`src/design/lce_pkg.sv`:
```
// ----------------------------------------------------------------------------
// lce_pkg
// Types and codes shared by the led connector effect engine files.
// ----------------------------------------------------------------------------
package lce_pkg;

  localparam int COLOUR_W = 8;
  localparam int REG_W    = 16;
  localparam int SEL_W    = 4;
  localparam int PIX_W    = 7;

  // stored connector mode
  typedef enum logic [1:0] {
    MODE_NONE  = 2'd0,
    MODE_DIM   = 2'd1,
    MODE_FIXED = 2'd2,
    MODE_FLASH = 2'd3
  } mode_t;

  // requested mode on a set beat
  typedef enum logic [1:0] {
    SET_DIM    = 2'd0,
    SET_FIXED  = 2'd1,
    SET_BLINK  = 2'd2,
    SET_FIXED2 = 2'd3
  } set_mode_t;

  typedef enum logic {
    REQ_TICK = 1'b0,
    REQ_SET  = 1'b1
  } req_t;

  typedef enum logic {
    REG_BLINK_RELOAD  = 1'b0,
    REG_DIMMER_RELOAD = 1'b1
  } cfg_reg_t;

  typedef enum logic [1:0] {
    ST_IDLE,
    ST_READ,
    ST_EVAL,
    ST_FLUSH
  } state_t;

  typedef struct packed {
    logic [COLOUR_W-1:0] red;
    logic [COLOUR_W-1:0] green;
    logic [COLOUR_W-1:0] blue;
    mode_t               mode;
    logic                refresh;
  } entry_t;

  typedef struct packed {
    logic                req_type;
    logic [SEL_W-1:0]    conn_select;
    logic [COLOUR_W-1:0] set_red;
    logic [COLOUR_W-1:0] set_green;
    logic [COLOUR_W-1:0] set_blue;
    logic [1:0]          set_mode;
  } req_item_t;

  typedef struct packed {
    logic [SEL_W-1:0]    conn_out;
    logic [PIX_W-1:0]    first_pixel;
    logic [COLOUR_W-1:0] out_red;
    logic [COLOUR_W-1:0] out_green;
    logic [COLOUR_W-1:0] out_blue;
    logic                frame_done;
  } res_item_t;

endpackage

```
`src/design/lce_chan_if.sv`:
```
// ----------------------------------------------------------------------------
// lce_chan_if
// Valid/ready channel carrying one payload beat.
// ----------------------------------------------------------------------------
interface lce_chan_if #(
  parameter type payload_t = logic
) ();
  logic     valid;
  logic     ready;
  payload_t data;

  modport source (output valid, output data, input ready);
  modport sink   (input valid, input data, output ready);
endinterface

```
`src/design/lce_ram.sv`:
```
// ----------------------------------------------------------------------------
// lce_ram
// Generic single write port RAM with one registered read port.
// ----------------------------------------------------------------------------
module lce_ram #(
  parameter int WIDTH = 8,
  parameter int DEPTH = 16,
  parameter int AW    = (DEPTH > 1) ? $clog2(DEPTH) : 1
) (
  input  logic             clk,
  input  logic             we,
  input  logic [AW-1:0]    waddr,
  input  logic [WIDTH-1:0] wdata,
  input  logic [AW-1:0]    raddr,
  output logic [WIDTH-1:0] rdata
);
  logic [WIDTH-1:0] mem [DEPTH];
  logic [WIDTH-1:0] rdata_r;

  always_ff @(posedge clk) begin
    if (we) begin
      mem[waddr] <= wdata;
    end
    rdata_r <= mem[raddr];
  end

  assign rdata = rdata_r;
endmodule

```
`src/design/led_connector_effect_engine.sv`:
```
// ----------------------------------------------------------------------------
// led_connector_effect_engine
// Connector colour table with dimmer ramp and blink effects; a tick that
// steps the dimmer walks the table and emits one beat per updated connector.
// ----------------------------------------------------------------------------
//  channel   dir  beat
//  in_chan   in   tick or set request (req_item_t)
//  out_chan  out  connector colour result (res_item_t)
//  cfg_*     in   register write, no handshake
//
//  a set or a plain tick is handled in ST_IDLE; a tick that steps the dimmer
//  runs a pass that reads each connector from the single table read port
//  (ST_READ), evaluates it (ST_EVAL), and ends with a flush (ST_FLUSH).
//  a new request is taken only when the pass is over. output stalls hold the
//  pass at the next emitting connector. reset is synchronous; table entries
//  read as zero until first written.
module led_connector_effect_engine #(
  parameter int CONNECTORS      = 9,
  parameter int PIXELS_PER_CONN = 8
) (
  input  logic                     clk,
  input  logic                     rst_n,
  lce_chan_if.sink                 in_chan,
  lce_chan_if.source               out_chan,
  input  logic                     cfg_we,
  input  logic                     cfg_index,
  input  logic [lce_pkg::REG_W-1:0] cfg_wdata
);
  import lce_pkg::*;

  localparam int IW = (CONNECTORS > 1) ? $clog2(CONNECTORS) : 1;
  localparam int EW = $bits(entry_t);
  localparam logic [IW-1:0]    LAST_IDX = IW'(CONNECTORS - 1);
  localparam logic [SEL_W:0]   CONN_LIM = (SEL_W + 1)'(CONNECTORS);
  localparam logic [PIX_W+3:0] PIX_MUL  = (PIX_W + 4)'(PIXELS_PER_CONN);

  state_t          state_r, state_nxt;
  logic [IW-1:0]   idx_r, idx_nxt;
  logic [REG_W-1:0] blink_reload_r, dimmer_reload_r;
  logic [REG_W-1:0] blink_cnt_r, blink_cnt_nxt;
  logic [REG_W-1:0] dim_cnt_r, dim_cnt_nxt;
  logic            blink_phase_r, blink_phase_nxt;
  logic            blink_pend_r, blink_pend_nxt;
  logic [7:0]      dim_level_r, dim_level_nxt;
  logic            dim_rising_r, dim_rising_nxt;
  logic [CONNECTORS-1:0] valid_r, valid_nxt;
  logic            pend_valid_r, pend_valid_nxt;
  res_item_t       pend_r, pend_nxt;
  logic            out_valid_r, out_valid_nxt;
  res_item_t       out_data_r, out_data_nxt;

  logic            ram_we;
  logic [IW-1:0]   ram_waddr;
  entry_t          ram_wdata;
  logic [EW-1:0]   ram_rdata;

  req_item_t       req;
  entry_t          ent;
  logic            in_acc, out_free, emit, proceed;
  logic [15:0]     prod_r, prod_g, prod_b;
  logic [PIX_W+3:0] pix_full;
  res_item_t       cand;

  lce_ram #(
    .WIDTH (EW),
    .DEPTH (CONNECTORS),
    .AW    (IW)
  ) u_table (
    .clk   (clk),
    .we    (ram_we),
    .waddr (ram_waddr),
    .wdata (ram_wdata),
    .raddr (idx_r),
    .rdata (ram_rdata)
  );

  assign req           = in_chan.data;
  assign in_chan.ready = (state_r == ST_IDLE);
  assign in_acc        = in_chan.valid && (state_r == ST_IDLE);
  assign out_chan.valid = out_valid_r;
  assign out_chan.data  = out_data_r;
  assign out_free       = !out_valid_r || out_chan.ready;

  // unwritten entries read as the reset value
  always_comb begin
    ent = entry_t'(ram_rdata);
    if (!valid_r[idx_r]) begin
      ent = entry_t'('0);
    end
  end

  assign prod_r   = 16'(ent.red) * 16'(dim_level_r);
  assign prod_g   = 16'(ent.green) * 16'(dim_level_r);
  assign prod_b   = 16'(ent.blue) * 16'(dim_level_r);
  assign pix_full = (PIX_W + 4)'(idx_r) * PIX_MUL;

  always_comb begin
    cand             = '0;
    cand.conn_out    = SEL_W'(idx_r);
    cand.first_pixel = pix_full[PIX_W-1:0];
    emit             = 1'b0;
    if (ent.refresh) begin
      emit          = 1'b1;
      cand.out_red   = ent.red;
      cand.out_green = ent.green;
      cand.out_blue  = ent.blue;
    end else if (ent.mode == MODE_DIM) begin
      emit          = 1'b1;
      cand.out_red   = prod_r[15:8];
      cand.out_green = prod_g[15:8];
      cand.out_blue  = prod_b[15:8];
    end else if (ent.mode == MODE_FLASH && blink_pend_r) begin
      emit = 1'b1;
      if (blink_phase_r) begin
        cand.out_red   = ent.red;
        cand.out_green = ent.green;
        cand.out_blue  = ent.blue;
      end
    end
  end

  // a found result waits in pend until the next one shows it is not last
  assign proceed = !emit || !pend_valid_r || out_free;

  always_comb begin
    state_nxt       = state_r;
    idx_nxt         = idx_r;
    blink_cnt_nxt   = blink_cnt_r;
    dim_cnt_nxt     = dim_cnt_r;
    blink_phase_nxt = blink_phase_r;
    blink_pend_nxt  = blink_pend_r;
    dim_level_nxt   = dim_level_r;
    dim_rising_nxt  = dim_rising_r;
    valid_nxt       = valid_r;
    pend_valid_nxt  = pend_valid_r;
    pend_nxt        = pend_r;
    out_valid_nxt   = out_valid_r && !out_chan.ready;
    out_data_nxt    = out_data_r;
    ram_we          = 1'b0;
    ram_waddr       = idx_r;
    ram_wdata       = ent;

    unique case (state_r)
      ST_IDLE: begin
        if (in_acc) begin
          if (req.req_type == REQ_SET) begin
            if ({1'b0, req.conn_select} < CONN_LIM) begin
              ram_we          = 1'b1;
              ram_waddr       = req.conn_select[IW-1:0];
              ram_wdata.red   = req.set_red;
              ram_wdata.green = req.set_green;
              ram_wdata.blue  = req.set_blue;
              case (set_mode_t'(req.set_mode))
                SET_DIM: begin
                  ram_wdata.mode    = MODE_DIM;
                  ram_wdata.refresh = 1'b0;
                end
                SET_BLINK: begin
                  ram_wdata.mode    = MODE_FLASH;
                  ram_wdata.refresh = 1'b0;
                end
                default: begin
                  ram_wdata.mode    = MODE_FIXED;
                  ram_wdata.refresh = 1'b1;
                end
              endcase
              valid_nxt[req.conn_select[IW-1:0]] = 1'b1;
            end
          end else begin
            if (blink_cnt_r != '0) begin
              blink_cnt_nxt = blink_cnt_r - 1'b1;
            end else begin
              blink_cnt_nxt   = blink_reload_r;
              blink_pend_nxt  = 1'b1;
              blink_phase_nxt = !blink_phase_r;
            end
            if (dim_cnt_r != '0) begin
              dim_cnt_nxt = dim_cnt_r - 1'b1;
            end else begin
              dim_cnt_nxt = dimmer_reload_r;
              if (dim_rising_r) begin
                if (dim_level_r != 8'hff) begin
                  dim_level_nxt = dim_level_r + 1'b1;
                end else begin
                  dim_rising_nxt = 1'b0;
                end
              end else begin
                if (dim_level_r != 8'h00) begin
                  dim_level_nxt = dim_level_r - 1'b1;
                end else begin
                  dim_rising_nxt = 1'b1;
                end
              end
              idx_nxt   = '0;
              state_nxt = ST_READ;
            end
          end
        end
      end
      ST_READ: begin
        state_nxt = ST_EVAL;
      end
      ST_EVAL: begin
        if (proceed) begin
          if (ent.refresh) begin
            ram_we            = 1'b1;
            ram_wdata.refresh = 1'b0;
          end
          if (emit) begin
            if (pend_valid_r) begin
              out_valid_nxt = 1'b1;
              out_data_nxt  = pend_r;
            end
            pend_valid_nxt = 1'b1;
            pend_nxt       = cand;
          end
          if (idx_r == LAST_IDX) begin
            state_nxt = ST_FLUSH;
          end else begin
            idx_nxt   = idx_r + 1'b1;
            state_nxt = ST_READ;
          end
        end
      end
      ST_FLUSH: begin
        if (!pend_valid_r || out_free) begin
          if (pend_valid_r) begin
            out_valid_nxt           = 1'b1;
            out_data_nxt            = pend_r;
            out_data_nxt.frame_done = 1'b1;
          end
          pend_valid_nxt = 1'b0;
          blink_pend_nxt = 1'b0;
          state_nxt      = ST_IDLE;
        end
      end
      default: begin
        state_nxt = ST_IDLE;
      end
    endcase
  end

  always_ff @(posedge clk) begin
    if (!rst_n) begin
      state_r         <= ST_IDLE;
      idx_r           <= '0;
      blink_reload_r  <= REG_W'(500);
      dimmer_reload_r <= REG_W'(3);
      blink_cnt_r     <= '0;
      dim_cnt_r       <= '0;
      blink_phase_r   <= 1'b0;
      blink_pend_r    <= 1'b0;
      dim_level_r     <= '0;
      dim_rising_r    <= 1'b0;
      valid_r         <= '0;
      pend_valid_r    <= 1'b0;
      out_valid_r     <= 1'b0;
    end else begin
      state_r       <= state_nxt;
      idx_r         <= idx_nxt;
      blink_cnt_r   <= blink_cnt_nxt;
      dim_cnt_r     <= dim_cnt_nxt;
      blink_phase_r <= blink_phase_nxt;
      blink_pend_r  <= blink_pend_nxt;
      dim_level_r   <= dim_level_nxt;
      dim_rising_r  <= dim_rising_nxt;
      valid_r       <= valid_nxt;
      pend_valid_r  <= pend_valid_nxt;
      out_valid_r   <= out_valid_nxt;
      if (cfg_we) begin
        unique case (cfg_reg_t'(cfg_index))
          REG_BLINK_RELOAD:  blink_reload_r  <= cfg_wdata;
          REG_DIMMER_RELOAD: dimmer_reload_r <= cfg_wdata;
          default: ;
        endcase
      end
    end
  end

  always_ff @(posedge clk) begin
    pend_r     <= pend_nxt;
    out_data_r <= out_data_nxt;
  end

endmodule
```
`src/flat_wrapper.sv`:
```
// flat-port wrapper written by rule: the top's interface ports become plain ports
module led_connector_effect_engine_flat import lce_pkg::*;
#(
  parameter int CONNECTORS      = 9,
  parameter int PIXELS_PER_CONN = 8
)
  (clk, rst_n, cfg_we, cfg_index, cfg_wdata, in_chan_valid, in_chan_data, in_chan_ready, out_chan_valid, out_chan_data, out_chan_ready);
  lce_chan_if in_chan_i ();
  lce_chan_if out_chan_i ();
  input  logic clk;
  input  logic rst_n;
  input  logic cfg_we;
  input  logic cfg_index;
  input  logic [lce_pkg::REG_W-1:0] cfg_wdata;
  input wire logic [$bits(in_chan_i.valid)-1:0] in_chan_valid;
  input wire logic [$bits(in_chan_i.data)-1:0] in_chan_data;
  output wire logic [$bits(in_chan_i.ready)-1:0] in_chan_ready;
  output wire logic [$bits(out_chan_i.valid)-1:0] out_chan_valid;
  output wire logic [$bits(out_chan_i.data)-1:0] out_chan_data;
  input wire logic [$bits(out_chan_i.ready)-1:0] out_chan_ready;
  assign in_chan_i.valid = in_chan_valid;
  assign in_chan_i.data = in_chan_data;
  assign in_chan_ready = in_chan_i.ready;
  assign out_chan_valid = out_chan_i.valid;
  assign out_chan_data = out_chan_i.data;
  assign out_chan_i.ready = out_chan_ready;
  led_connector_effect_engine #(.CONNECTORS(CONNECTORS), .PIXELS_PER_CONN(PIXELS_PER_CONN)) u_core (.clk(clk), .rst_n(rst_n), .in_chan(in_chan_i), .out_chan(out_chan_i), .cfg_we(cfg_we), .cfg_index(cfg_index), .cfg_wdata(cfg_wdata));
endmodule
```
`config.mk`:
```
export PLATFORM = sky130hd
export DESIGN_NAME = led_connector_effect_engine_flat
export DESIGN_NICKNAME = d
export VERILOG_FILES = /design/src/design/lce_pkg.sv /design/src/design/lce_chan_if.sv /design/src/design/lce_ram.sv /design/src/design/led_connector_effect_engine.sv /design/src/flat_wrapper.sv
export SDC_FILE = /design/constraint.sdc
export NUM_CORES = 1
export LEC_CHECK = 0
export ABC_CLOCK_PERIOD_IN_PS = 2000
export BUFFER_PORTS_ARGS = -buffer_cell sky130_fd_sc_hd__buf_2
export CAP_MARGIN = 5
export CORE_AREA = 2 2 93 50
export DETAILED_ROUTE_END_ITERATION = 16
export DIE_AREA = 0 0 95 52
export GPL_TIMING_DRIVEN = 0
export PLACE_DENSITY_LB_ADDON = 0.3
export SYNTH_ARGS = -nofsm -noshare
export SYNTH_HDL_FRONTEND = slang
export SYNTH_SLANG_ARGS = --single-unit
```
`constraint.sdc`:
```
create_clock -name clk -period 2 [get_ports clk]
set_clock_uncertainty 0.05 [all_clocks]
set_input_delay 0.3 -clock clk [delete_from_list [all_inputs] [get_ports clk]]
set_output_delay 0.3 -clock clk [all_outputs]
set_load 0.02 [all_outputs]
```
==> flow_summary_export.csv <==
group,metric,value,unit
drt,drt_iter0_markers,140,
clock_tree,cts_tree,"yes",
synthesis,synth.top_cell.area_share,0.393,
clock_tree,path_clk_slew,0.08,ns
placement,place_hpwl,3720,um
drt,first_pass_iters,4,
sta,tns,0,ns
drt,vias,1898,
setup_path,worstPathArrival,2.11,ns
sta,post-route-period-util,0.965,
sta,max_freq,0.518,GHz
global_routing,grt_max_degree,13,
job,maxCapViolCount,0,
status,status,"finished, final reports clean",
synthesis,yosysSeqAreaShare,0.407,
clock_tree,clk_path_buf_depth,2,
setup_path,r2r_slack,0.07,ns
clock_tree,h-tree-depth,2,
global_routing,antenna_found_initial,0,
die,die_y,52,um
final_layout,drive_gt1_frac,0.199,
sta,finalHoldViolCount,0,
sta,slew_headroom,0.630,
setup_path,cp-end-kind,"register",
final_layout,syn2layout_area_growth,18.0,%
drt,antenna_left,0,
power_and_ir_drop,power_density,1580,mW/mm^2
final_layout,mostFrequentLayoutCells,"46 x nand2_1, 38 x dfxtp_1, 28 x a21oi_1",
global_routing,grt_usage,0.240,
drt,avgRoutedWirePerCell,15.3,um
clock_tree,numCtsBuffers,5,
die,die-area,0.00494,mm^2
synthesis,async_reset_ff_frac,0,
synthesis,avgSynthCellArea,8.29,um^2
sta,worst_pin_slew,0.555,ns
synthesis,yosys.area.top_type,"dfxtp_1",
synthesis,synth_cell_type_count,52,
synthesis,syn-num-nets,273,
clock_tree,cts_root_buf,"clkbuf_8",
clock_tree,insertion_delay,0.29,ns
die,ioPinCount,26,
synthesis,netlist_area,0.00204,mm^2
final_layout,layout.cells.non_filler,338,
final_layout,diodes,0,
setup_path,critPathLaunchType,"register",
drt,drc,0,
die,core_area,0.00419,mm^2
drt,drt-vias-per-instance,5.62,
setup_path,crit_type,"reg2reg",
placement,port_buffers,24,
sta,rsz0062_at_grt,"false",
final_layout,final_common_cell,"nand2_1",
setup_path,required,2.18,ns
synthesis,syn-instance-count,246,
final_layout,num-nets-final,307,
die,rows,17,
clock_tree,postCtsHoldBufs,0,
power_and_ir_drop,p_leak,0.948,nW
sta,finalMaxSlewViolations,0,
setup_path,cp_max_fo,10,
power_and_ir_drop,ir_drop,482,uV
final_layout,fin_util,0.574,
global_routing,grt_first_pass_wirelength,8890,um
synthesis,synth_ff_type,"dfxtp_1",
drt,finalWirelength,5170,um
synthesis,synth_area_leaders,"dfxtp_1 39%, nand2_1 8.5%, a21oi_1 6.9%",
worst_hold_path,hold_path_class,"in2reg",
global_routing,grt_pass1_vias,1799,
sta,setup_viol_count_final,0,
synthesis,synth_edf_count,1,
synthesis,yosysWarnings,0,
placement,gp_congestion,0.895,
die,dieWidth,95,um
placement,place_inst,327,
clock_tree,cts_sinks,41,
die,start_util,0.487,
global_routing,grt_overflow,0,
synthesis,ys_ff_latch,41,
sta,period_needed,1.93,ns
==> per-stage QoR <==
step	worst slack, ns	area (um^2)	power, W	hold slack (ns)
final	0.0706	2410	0.00381	0.178
after CTS	0.0129	2360	0.00363	0.177
after global placement	-0.115	2230	0.00294	0.397
after global routing	0.00494	2410	0.00409	0.182
after floorplan	0.101	2040	0.00255	0.374
after detailed placement	-0.126	2230	0.00296	0.400
==> where the power goes <==
part / switching (W) / internal, W
Clock: 0.000288 / 0.000312
Sequential: 0.000251 / 0.000991
Combinational: 0.00109 / 0.000873
Total: 0.00163 / 0.00218
==> registers in the layout (all words and copies together), names as in the netlist <==
| name | cells |
|---|---|
| u_core.dim_cnt_r | 16 |
| u_core.dimmer_reload_r | 16 |
| u_core.idx_r | 4 |
| u_core.out_chan.data | 1 |
| u_core.out_chan.valid | 1 |
| u_core.pend_valid_r | 1 |
| u_core.state_r | 2 |
==> synthesized netlist by cell type, types with 4 or more instances <==
master,instances
a21oi_1,28
and2_1,5
nand4_1,5
nand3_1,11
ha_1,4
or3_1,4
a31oi_1,6
clkbuf_1,6
o21ai_0,5
dfxtp_1,40
or4_1,5
inv_1,8
nor2_1,8
o31ai_1,4
nand2_1,46
mux2i_1,5
nor3_1,6
==> final timing paths <==
path                             start                        end  cells after the start
max                u_core.dim_cnt_r[1]        u_core.dim_cnt_r[7]                      7
min                       cfg_wdata[1]  u_core.dimmer_reload_r[1]                      3
max reg2reg        u_core.dim_cnt_r[1]        u_core.dim_cnt_r[7]                      7
min reg2reg  u_core.dimmer_reload_r[4]  u_core.dimmer_reload_r[4]                      2
==> cell families (layout without fill, tap and decap cells) <==
group,Yosys count,count (layout),synth area share
flops,41,41,0.407
xor+xnor,2,2,0.00859
simple gates,108,108,0.289
fa+ha+maj,4,4,0.0245
compound gates,64,64,0.201
buf+inv,22,57,0.0448
mux,5,5,0.0245
==> per-layer routing <==
| layer | GRT usage | routed length (um) | up-vias |
|---|---|---|---|
| li1 | - | - | 963 |
| met1 | 0.349 | 2530 | 864 |
| met2 | 0.343 | 2130 | 62 |
| met3 | 0.0739 | 460 | 9 |
| met4 | 0.0580 | 42 | 0 |
| met5 | 0 | 0 | - |
==> what timing repair did <==
action | in CTS | in global routing
buffers inserted | 1 | 2
pin swaps | 1 | 3
gates resized for setup | 5 | 8
setup endpoints to repair | 13 | 14
==> cell type report <==
| type | instances | area (um^2) |
|---|---|---|
| sequential | 41 | 836 |
| clock inverter | 1 | 5.00 |
| fill | 386 | 1780 |
| buffer | 13 | 61.3 |
| tap | 57 | 71.3 |
| clock buffer | 7 | 96.3 |
| timing repair buffer | 27 | 143 |
| multi-input combinational | 183 | 1160 |
| inverter | 9 | 33.8 |
==> critical path: stages (launching register included) <==
cell,delay [ns]
dfxtp_2,0.38
inv_1,0.10
ha_4,0.19
nor4b_4,0.13
and4_1,0.21
buf_4,0.17
or4_1,0.46
a31oi_1,0.17
Power figures use the tool's default switching activity.
